--- config.mk ---
export PLATFORM = sky130hd
export DESIGN_NAME = lru_key_value_cache
export DESIGN_NICKNAME = d
export VERILOG_FILES = /design/src/hw/rtl/lkvc_pkg.sv /design/src/hw/rtl/lru_key_value_cache.sv
export SDC_FILE = /design/constraint.sdc
export NUM_CORES = 2
export LEC_CHECK = 0
export ABC_AREA = 0
export BUFFER_PORTS_ARGS = -buffer_cell sky130_fd_sc_hd__buf_2
export CORE_MARGIN = 5
export CORE_UTILIZATION = 45
export DETAILED_ROUTE_END_ITERATION = 16
export PLACE_DENSITY = 0.67
export SYNTH_ARGS = -nofsm -noshare
export SYNTH_HDL_FRONTEND = slang
export SYNTH_SLANG_ARGS = --single-unit
--- constraint.sdc ---
create_clock -name i_clk -period 5.5 [get_ports i_clk]
set_input_delay 0.825 -clock i_clk [delete_from_list [all_inputs] [get_ports i_clk]]
set_output_delay 0.825 -clock i_clk [all_outputs]
set_load 0.03 [all_outputs]
--- src/hw/rtl/lkvc_pkg.sv ---
`timescale 1ns / 1ps
// Package for the LRU key-value cache: table sizes and field widths.
// Depends on nothing; used by lru_key_value_cache.
package lkvc_pkg;

    localparam int ENTRIES    = 16;
    localparam int KEY_BITS   = 16;
    localparam int VALUE_BITS = 32;
    localparam int CAP_BITS   = 5;
    localparam int CAP_RESET  = 16;

    localparam int IDX_BITS = $clog2(ENTRIES);
    localparam int CNT_BITS = $clog2(ENTRIES + 1);
    localparam int CMP_BITS = (CNT_BITS > CAP_BITS) ? CNT_BITS : CAP_BITS;

    typedef logic [IDX_BITS-1:0]   t_idx;
    typedef logic [CNT_BITS-1:0]   t_cnt;
    typedef logic [KEY_BITS-1:0]   t_key;
    typedef logic [VALUE_BITS-1:0] t_value;

endpackage

--- src/hw/rtl/lru_key_value_cache.sv ---
`timescale 1ns / 1ps
// Fully associative key-value cache with least-recently-used replacement.
// Depends on lkvc_pkg for sizes and types.

// Each request is a get or a put and yields one response. A single key compare and
// rank unit is swept across the table by a small sequencer: one pass finds the hit,
// the first free entry and the least recent entry, a decide step writes the entry,
// and a second pass updates the recency ranks when an entry was used or filled (a
// get that misses skips it). A new request is taken only once the last one has put
// its response into the output register. The response sits in that register, so the
// next request is taken while it waits; a request that finishes while that register
// is still full holds in its last state until the response is taken. The capacity
// register is written through its own channel, which is always ready; the user must
// write it only while no request is in flight, as the block does not enforce this.
module lru_key_value_cache
    import lkvc_pkg::*;
(
    input  logic                i_clk,
    input  logic                i_rst_n,
    input  logic                i_cfg_valid,
    output logic                o_cfg_ready,
    input  logic [CAP_BITS-1:0] i_cfg_capacity_in_use,
    input  logic                i_req_valid,
    output logic                o_req_ready,
    input  logic                i_req_type,
    input  t_key                i_req_key,
    input  t_value              i_req_value,
    output logic                o_rsp_valid,
    input  logic                i_rsp_ready,
    output logic                o_found,
    output t_value              o_read_value,
    output logic                o_evicted,
    output t_key                o_evicted_key
);

    localparam logic [2:0] S_IDLE   = 3'd0;
    localparam logic [2:0] S_SCAN   = 3'd1;
    localparam logic [2:0] S_DECIDE = 3'd2;
    localparam logic [2:0] S_TOUCH  = 3'd3;
    localparam logic [2:0] S_FINISH = 3'd4;

    logic [2:0]          r_state, n_state;
    t_idx                r_ptr, n_ptr;
    logic [CAP_BITS-1:0] r_cap, n_cap;
    t_cnt                r_occ, n_occ;

    logic          r_valid [ENTRIES];
    logic          n_valid [ENTRIES];
    t_key          r_key   [ENTRIES];
    t_key          n_key   [ENTRIES];
    t_value        r_value [ENTRIES];
    t_value        n_value [ENTRIES];
    t_idx          r_rank  [ENTRIES];
    t_idx          n_rank  [ENTRIES];

    logic   r_req_put, n_req_put;
    t_key   r_req_key, n_req_key;
    t_value r_req_value, n_req_value;

    logic r_hit_found, n_hit_found;
    t_idx r_hit_slot, n_hit_slot;
    t_idx r_hit_rank, n_hit_rank;
    logic r_free_found, n_free_found;
    t_idx r_free_slot, n_free_slot;
    logic r_lru_found, n_lru_found;
    t_idx r_lru_slot, n_lru_slot;
    t_idx r_lru_rank, n_lru_rank;
    t_key r_lru_key, n_lru_key;

    t_idx r_slot, n_slot;
    t_cnt r_thr, n_thr;

    logic   r_res_found, n_res_found;
    t_value r_res_value, n_res_value;
    logic   r_res_evicted, n_res_evicted;
    t_key   r_res_evk, n_res_evk;

    logic   r_out_valid, n_out_valid;
    logic   r_out_found, n_out_found;
    t_value r_out_value, n_out_value;
    logic   r_out_evicted, n_out_evicted;
    t_key   r_out_evk, n_out_evk;

    logic                cur_v;
    t_key                cur_k;
    t_idx                cur_r;
    logic [CMP_BITS-1:0] cap_eff;
    logic                do_evict;
    logic                last;

    assign o_cfg_ready   = 1'b1;
    assign o_req_ready   = (r_state == S_IDLE);
    assign o_rsp_valid   = r_out_valid;
    assign o_found       = r_out_found;
    assign o_read_value  = r_out_value;
    assign o_evicted     = r_out_evicted;
    assign o_evicted_key = r_out_evk;

    always_comb begin
        cur_v = r_valid[r_ptr];
        cur_k = r_key[r_ptr];
        cur_r = r_rank[r_ptr];
        last  = (r_ptr == IDX_BITS'(ENTRIES - 1));

        if (r_cap == '0) begin
            cap_eff = CMP_BITS'(1);
        end else if (CMP_BITS'(r_cap) > CMP_BITS'(ENTRIES)) begin
            cap_eff = CMP_BITS'(ENTRIES);
        end else begin
            cap_eff = CMP_BITS'(r_cap);
        end
        do_evict = (CMP_BITS'(r_occ) >= cap_eff) && (r_occ != '0);

        n_state       = r_state;
        n_ptr         = r_ptr;
        n_cap         = r_cap;
        n_occ         = r_occ;
        n_valid       = r_valid;
        n_key         = r_key;
        n_value       = r_value;
        n_rank        = r_rank;
        n_req_put     = r_req_put;
        n_req_key     = r_req_key;
        n_req_value   = r_req_value;
        n_hit_found   = r_hit_found;
        n_hit_slot    = r_hit_slot;
        n_hit_rank    = r_hit_rank;
        n_free_found  = r_free_found;
        n_free_slot   = r_free_slot;
        n_lru_found   = r_lru_found;
        n_lru_slot    = r_lru_slot;
        n_lru_rank    = r_lru_rank;
        n_lru_key     = r_lru_key;
        n_slot        = r_slot;
        n_thr         = r_thr;
        n_res_found   = r_res_found;
        n_res_value   = r_res_value;
        n_res_evicted = r_res_evicted;
        n_res_evk     = r_res_evk;
        n_out_valid   = r_out_valid;
        n_out_found   = r_out_found;
        n_out_value   = r_out_value;
        n_out_evicted = r_out_evicted;
        n_out_evk     = r_out_evk;

        if (i_cfg_valid) begin
            n_cap = i_cfg_capacity_in_use;
        end

        if (r_out_valid && i_rsp_ready) begin
            n_out_valid = 1'b0;
        end

        case (r_state)
            S_IDLE: begin
                if (i_req_valid) begin
                    n_req_put    = i_req_type;
                    n_req_key    = i_req_key;
                    n_req_value  = i_req_value;
                    n_hit_found  = 1'b0;
                    n_free_found = 1'b0;
                    n_lru_found  = 1'b0;
                    n_ptr        = '0;
                    n_state      = S_SCAN;
                end
            end
            S_SCAN: begin
                if (cur_v && (cur_k == r_req_key) && !r_hit_found) begin
                    n_hit_found = 1'b1;
                    n_hit_slot  = r_ptr;
                    n_hit_rank  = cur_r;
                end
                if (!cur_v && !r_free_found) begin
                    n_free_found = 1'b1;
                    n_free_slot  = r_ptr;
                end
                if (cur_v && (!r_lru_found || (cur_r > r_lru_rank))) begin
                    n_lru_found = 1'b1;
                    n_lru_slot  = r_ptr;
                    n_lru_rank  = cur_r;
                    n_lru_key   = cur_k;
                end
                n_ptr = r_ptr + 1'b1;
                if (last) begin
                    n_state = S_DECIDE;
                end
            end
            S_DECIDE: begin
                n_res_found   = 1'b0;
                n_res_value   = '0;
                n_res_evicted = 1'b0;
                n_res_evk     = '0;
                n_ptr         = '0;
                n_state       = S_FINISH;
                if (r_hit_found) begin
                    n_res_found = 1'b1;
                    n_slot      = r_hit_slot;
                    n_thr       = CNT_BITS'(r_hit_rank);
                    n_state     = S_TOUCH;
                    if (r_req_put) begin
                        n_value[r_hit_slot] = r_req_value;
                    end else begin
                        n_res_value = r_value[r_hit_slot];
                    end
                end else if (r_req_put) begin
                    if (do_evict) begin
                        n_res_evicted       = 1'b1;
                        n_res_evk           = r_lru_key;
                        n_slot              = r_lru_slot;
                        n_thr               = CNT_BITS'(r_lru_rank);
                        n_key[r_lru_slot]   = r_req_key;
                        n_value[r_lru_slot] = r_req_value;
                        n_state             = S_TOUCH;
                    end else if (r_free_found) begin
                        n_slot               = r_free_slot;
                        n_thr                = CNT_BITS'(ENTRIES);
                        n_valid[r_free_slot] = 1'b1;
                        n_key[r_free_slot]   = r_req_key;
                        n_value[r_free_slot] = r_req_value;
                        n_occ                = r_occ + 1'b1;
                        n_state              = S_TOUCH;
                    end
                end
            end
            S_TOUCH: begin
                if (r_ptr == r_slot) begin
                    n_rank[r_ptr] = '0;
                end else if (cur_v && (CNT_BITS'(cur_r) < r_thr)) begin
                    n_rank[r_ptr] = cur_r + 1'b1;
                end
                n_ptr = r_ptr + 1'b1;
                if (last) begin
                    n_state = S_FINISH;
                end
            end
            S_FINISH: begin
                if (!r_out_valid || i_rsp_ready) begin
                    n_out_valid   = 1'b1;
                    n_out_found   = r_res_found;
                    n_out_value   = r_res_value;
                    n_out_evicted = r_res_evicted;
                    n_out_evk     = r_res_evk;
                    n_state       = S_IDLE;
                end
            end
            default: begin
                n_state = S_IDLE;
            end
        endcase
    end

    always_ff @(posedge i_clk) begin
        if (!i_rst_n) begin
            r_state     <= S_IDLE;
            r_ptr       <= '0;
            r_cap       <= CAP_BITS'(CAP_RESET);
            r_occ       <= '0;
            r_out_valid <= 1'b0;
            for (int i = 0; i < ENTRIES; i++) begin
                r_valid[i] <= 1'b0;
                r_rank[i]  <= '0;
            end
        end else begin
            r_state     <= n_state;
            r_ptr       <= n_ptr;
            r_cap       <= n_cap;
            r_occ       <= n_occ;
            r_out_valid <= n_out_valid;
            r_valid     <= n_valid;
            r_rank      <= n_rank;
        end
    end

    always_ff @(posedge i_clk) begin
        r_key         <= n_key;
        r_value       <= n_value;
        r_req_put     <= n_req_put;
        r_req_key     <= n_req_key;
        r_req_value   <= n_req_value;
        r_hit_found   <= n_hit_found;
        r_hit_slot    <= n_hit_slot;
        r_hit_rank    <= n_hit_rank;
        r_free_found  <= n_free_found;
        r_free_slot   <= n_free_slot;
        r_lru_found   <= n_lru_found;
        r_lru_slot    <= n_lru_slot;
        r_lru_rank    <= n_lru_rank;
        r_lru_key     <= n_lru_key;
        r_slot        <= n_slot;
        r_thr         <= n_thr;
        r_res_found   <= n_res_found;
        r_res_value   <= n_res_value;
        r_res_evicted <= n_res_evicted;
        r_res_evk     <= n_res_evk;
        r_out_found   <= n_out_found;
        r_out_value   <= n_out_value;
        r_out_evicted <= n_out_evicted;
        r_out_evk     <= n_out_evk;
    end

endmodule

=== Word level (Yosys, flattened, before mapping) ===
Index checks and enable logic that the tools add are counted.
W data, S select, Z words.

* Flip-flop bits (word level): 1063
* Bits of input ports: 59
* Output and inout port bits: 53
* Word-level logic and storage cells: 251

* $add $sub $neg: 3
* $lt $le $gt $ge: 12
* Equality and inequality tests: 14
* Muxes and demuxes: 74
* Bitwise gates (word level): 10
* Reduce and logical (&&, ||, !) cells: 46

{| class="wikitable"
|+ Operators by type and width
! operator !! count
|-
| $mux W512 || 5
|-
| $bwmux W512 || 3
|-
| $bwmux W256 || 2
|-
| $mux W256 || 2
|-
| $demux W32 S4 || 3
|-
| $mux W32 || 5
|-
| $bmux W32 S4 || 1
|-
| $demux W16 S4 || 2
|-
| $mux W64 || 2
|-
| $and A64 B64 Y64 || 1
|-
| $bmux W16 S4 || 1
|-
| $bwmux W64 || 1
|-
| $mux W16 || 4
|-
| $not A64 Y64 || 1
|-
| $mux W4 || 9
|-
| $mux W5 || 5
|-
| $mux W3 || 8
|-
| $ge A5 B5 Y1 const B || 4
|-
| $lt A5 B1 Y1 const B || 4
|-
| $not A4 Y5 || 4
|-
| $bmux W4 S4 || 1
|-
| $demux W4 S4 || 1
|-
| $eq A16 B16 Y1 || 1
|-
| $or A16 B16 Y16 || 1
|-
| 33 further kinds || 88
|}

=== Depth between registers and ports, before layout ===
* Word-level depth: 10
* Gate-level depth with buffers: 14
* Mapped depth without buffers: 12

=== Least setup slack after synthesis ===
Ideal clock, no wire load.

* Path kind: reg-to-reg
* Start point: reg r_state[1]
* End point: reg r_value[288] in the netlist's numbering (enable)
* Setup time: 421 ps
* Arrival time: 5041 ps
* Required time: 5079 ps
* Setup slack: 38 ps
* Cell stages (with the launch flop): 8
* Path buffers: 2
* Period minus slack after synthesis: 5462 ps
* Cells stage by stage: dfxtp_1 > clkbuf_1 > nand2b_1 > nor2_1 > and2_1 > o21ai_0 > clkbuf_1 > nor2_1

* Word-level cells in the longest chain between the ends: 2

{| class="wikitable"
|+ RTL lines
! element !! line !! source
|-
| from (decl) || lru_key_value_cache.sv:42 || <nowiki>logic [2:0] r_state, n_state;</nowiki>
|-
| from (signal assigned) || lru_key_value_cache.sv:264 || <nowiki>r_state <= n_state;</nowiki>
|-
| $eq A3 B2 Y1 || lru_key_value_cache.sv:154 || <nowiki>case (r_state)</nowiki>
|-
| $reduce_and A3 Y1 (no source line) || -- ||
|-
| to (signal assigned) || lru_key_value_cache.sv:276 || <nowiki>r_value <= n_value;</nowiki>
|-
| to (decl) || lru_key_value_cache.sv:51 || <nowiki>t_value r_value [ENTRIES];</nowiki>
|}

Every way passes these cells.
A chain may end at the register's enable or synchronous reset.

=== Final worst setup path ===
* Start point: reg r_cap[1]
* End point: reg r_key[233] in the netlist's numbering (enable)

* Word-level cells in the longest chain between the ends: 7
* Elaborated cells between the ends (all ways): 8
* Those cells by class: order compare: 2; mux: 2; reduce/logical: 4

{| class="wikitable"
|+ RTL lines
! element !! line !! source
|-
| from (decl) || lru_key_value_cache.sv:44 || <nowiki>logic [CAP_BITS-1:0] r_cap, n_cap;</nowiki>
|-
| from (signal assigned) || lru_key_value_cache.sv:256 || <nowiki>r_cap <= CAP_BITS'(CAP_RESET);</nowiki>
|-
| from (signal assigned) || lru_key_value_cache.sv:266 || <nowiki>r_cap <= n_cap;</nowiki>
|-
| $gt A5 B5 Y1 || lru_key_value_cache.sv:107 || <nowiki>end else if (CMP_BITS'(r_cap) > CMP_BITS'(ENTRIES)) begin</nowiki>
|-
| $mux W5 || lru_key_value_cache.sv:107 ||
|-
| $mux W5 (*) || lru_key_value_cache.sv:105 || <nowiki>if (r_cap == '0) begin</nowiki>
|-
| $ge A5 B5 Y1 (*) || lru_key_value_cache.sv:112 || <nowiki>do_evict = (CMP_BITS'(r_occ) >= cap_eff) && (r_occ != '0);</nowiki>
|-
| $logic_and A1 B1 Y1 (*) || lru_key_value_cache.sv:112 ||
|-
| $reduce_bool A2 Y1 (no source line) (*) || -- ||
|-
| $reduce_and A4 Y1 (no source line) (*) || -- ||
|-
| to (signal assigned) || lru_key_value_cache.sv:275 || <nowiki>r_key <= n_key;</nowiki>
|-
| to (decl) || lru_key_value_cache.sv:49 || <nowiki>t_key r_key [ENTRIES];</nowiki>
|}

Mark *: on every way between the ends. The rest lies on a longest branch, timed or not.

==> metrics.cfg <==
[clock_tree]
clock_latency_ps = 690
cts-buffers-inserted = 109
postCtsSetupBuffers = 0
clockBufferDepth = 3
cts.repair.resized = 0
htree_num_levels = 3
clock-sinks = 1063
hold_buffers = 0
root_buffer = clkbuf_16
tritoncts = yes
clk_pin_slew_ps = 60

[layout]
fin_cells = 4670
nets = 3280
drive_above_1_share_pct = 20.0
diodes = 0
area_delta_synth_final_pct = 12.4

[place]
portBuffers = 110
gp_congestion = 0.842
dpl.hpwl_mm = 70.6
dp.cells = 4471

[setup_path]
reg2reg_depth = 15
start_kind = flip-flop
path_cells = nor3_1 > nor2_1 > nor2_1 > ha_1 > nand2b_1 > a21o_1 > a21o_1 > a21o_1 > a21o_1 > nand2_1 > buf_4 > mux2i_1 > buf_4 > nor2_1 > buf_4
r2r_start = r_cap[1]
cpMaxStageDelayCell = nand2_1
startpoint = r_cap[1]
cpLargestDelayFamily = simple AND/OR/NAND/NOR gates
worstPathArrival_ps = 4780
path_class = reg2reg
endpoint_kind = flip-flop
cp.required_ps = 5880
path_buf_inv = 3
cp_max_fo = 17
r2r_slack_ps = 1110
slowest_delay_ps = 660
rr_endpoint = r_key[233]
crit_path_frequent_cell = a21o_1

[detailed_routing]
dr.pass1.iters = 6
drcViolationCount = 0
drt_iter0_drc = 2431
wire_per_inst_um = 24.9
final_antenna_net_count = 0
viasPerCell = 5.60
vias = 26132
wl_mm = 116

[synthesis]
synth_area_leaders = edfxtp_1 61%, mux4_2 11%, nor2b_1 7.6%, dfxtp_1 4.2%, and2_1 3.5%
synth_top_area_share_pct = 61.4
ys.warnings.count = 0
yosysMostFrequentCell = edfxtp_1
synthesis.nets = 3203
synth_top_area_cell = edfxtp_1
ys_ff_latch = 1063
yosys-top-cells-count = 965 x edfxtp_1, 570 x nor2b_1, 262 x and2_1, 220 x mux4_2, 203 x clkbuf_1
synthFlopType = edfxtp_1
yosysSeqAreaShare_pct = 65.6
syn_area_um2 = 47200
ys_types = 72
avgSynthCellArea_um2 = 15.1
syn_inst = 3125
synthArstFlopShare_pct = 0
synth_edf_count = 965

[floorplan]
die_w_um = 334
die-area_um2 = 111000
core_area_um2 = 104000
num_rows = 118
initial_core_util_pct = 45.4
pin_count = 112
die_h_um = 334

[power_and_ir_drop]
p_leak_nw = 17.4
finalPower_mw = 16.7
peakVddDrop_uv = 263
power.density_nw_per_um2 = 316

[grt]
antenna_found_initial = 3
grt_pass1_wl_mm = 176
grt_pass1_vias = 27049
grt_usage_pct = 20.7
overflow = 0
grt_max_degree = 143

[timing]
fin_skew_ps = 20.6
final-hold-violation-count = 0
fin_tns_setup_ps = 0
setup_viol = 0
period_minus_slack_ps = 4390
fin_crit_sh_pct = 79.9
relSlewSlack_pct = 31.1
rsz0062_at_grt = false
drv_slew = 0
tightest_slew_ps = 1030
fmax_ghz = 0.228

[min_path]
min_path_cells = 1
min_path_type = in2reg
min_to = r_req_value[19]
min_from = i_req_value[19]

[run_status]
status = finished, final reports clean

[run]
max_cap_violations = 0

per-stage QoR:
step	util, %	worst slack (ps)	cell area [µm²]	hold WS (ps)
floorplan	-	37.5	47200	400
global placement	47.8	1090	49600	401
detailed placement	47.8	1160	49600	405
CTS	51.1	1130	53000	263
global route	51.1	871	53000	279
finish	51.1	1110	53000	312
state kept, by name, summed over array words and instances, names as in the netlist, 16 cells and up:
name,cells
r_req_key,16
r_res_value,32
r_valid,16
o_read_value,32
r_key,256
r_res_evk,16
r_lru_key,16
r_rank,64
r_value,512
o_evicted_key,16
r_req_value,32
how the worst max path moves through the flow:
stage                         endpoint  cells past startpoint
after global routing        r_key[232]                     15
after CTS                   r_key[232]                     15
after floorplan           r_value[288]                      7
after global placement      r_key[235]                     15
after detailed placement    r_key[234]                     15
final                       r_key[233]                     15
metal layers:
metal  share of wire [%]  vias to the layer above  GRT usage (%)
li1                    -                    11637              -
met1                  42                    13463           28.1
met2                  50                      837           35.1
met3                 5.5                      195           3.01
met4                 2.8                        0           5.91
met5                   0                        -              0
final cells by class:
| class | count | area, µm² |
|---|---|---|
| Fill cell | 8470 | 50800 |
| Sequential cell | 1063 | 30900 |
| Multi-Input combinational cell | 1787 | 15400 |
| Clock buffer | 139 | 2890 |
| Tap cell | 1380 | 1730 |
| Timing Repair Buffer | 218 | 1420 |
| Clock inverter | 60 | 515 |
| Inverter | 23 | 86.3 |
logic make-up after synthesis:
family,Yosys count,share of synthesized area (%)
AND/OR/NAND/NOR,1212,14.7
flip-flops,1063,65.6
multiplexers,341,13.5
buffers and inverters,275,2.37
AO/OA/AOI/OAI,174,2.56
XOR/XNOR,40,0.743
adder cells (fa/ha/maj),19,0.504
other,1,0.00795
layout by cell type (no fill, tap or decap), types with 7 or more instances in the layout:
cell	count
clkinv_1	24
mux4_2	220
and3_1	10
nor2b_1	564
nor2_1	89
o21a_1	18
o32ai_1	7
nor2_4	12
nor4_1	14
nand4_1	9
nand3_1	18
clkbuf_16	111
inv_1	21
buf_2	110
ha_1	19
mux4_1	11
nor2_2	8
edfxtp_1	965
bufinv_16	8
dfxtp_1	95
o21ai_0	34
nor3_1	41
xnor2_1	20
buf_4	103
mux2i_1	105
a21oi_1	37
a22oi_1	12
nand2b_1	17
nand2_1	135
clkinv_2	20
and2_1	262
clkbuf_1	27
o211ai_1	10
xor2_1	20
worst register-to-register path, stage by stage, from the launching register on:
cell	delay, ps
dfxtp_1	330
nor3_1	200
nor2_1	70
nor2_1	100
ha_1	230
nand2b_1	140
a21o_1	180
a21o_1	170
a21o_1	190
a21o_1	220
nand2_1	660
buf_4	430
mux2i_1	130
buf_4	200
nor2_1	550
buf_4	300
power breakdown:
group / switching, mW / total, mW / internal, mW
Clock: 3.09 / 7.17 / 4.08
Combinational: 0.376 / 0.636 / 0.261
Sequential: 0.141 / 8.93 / 8.78
Total: 3.61 / 16.7 / 13.1
No activity file was read; power rests on OpenSTA's default activity.
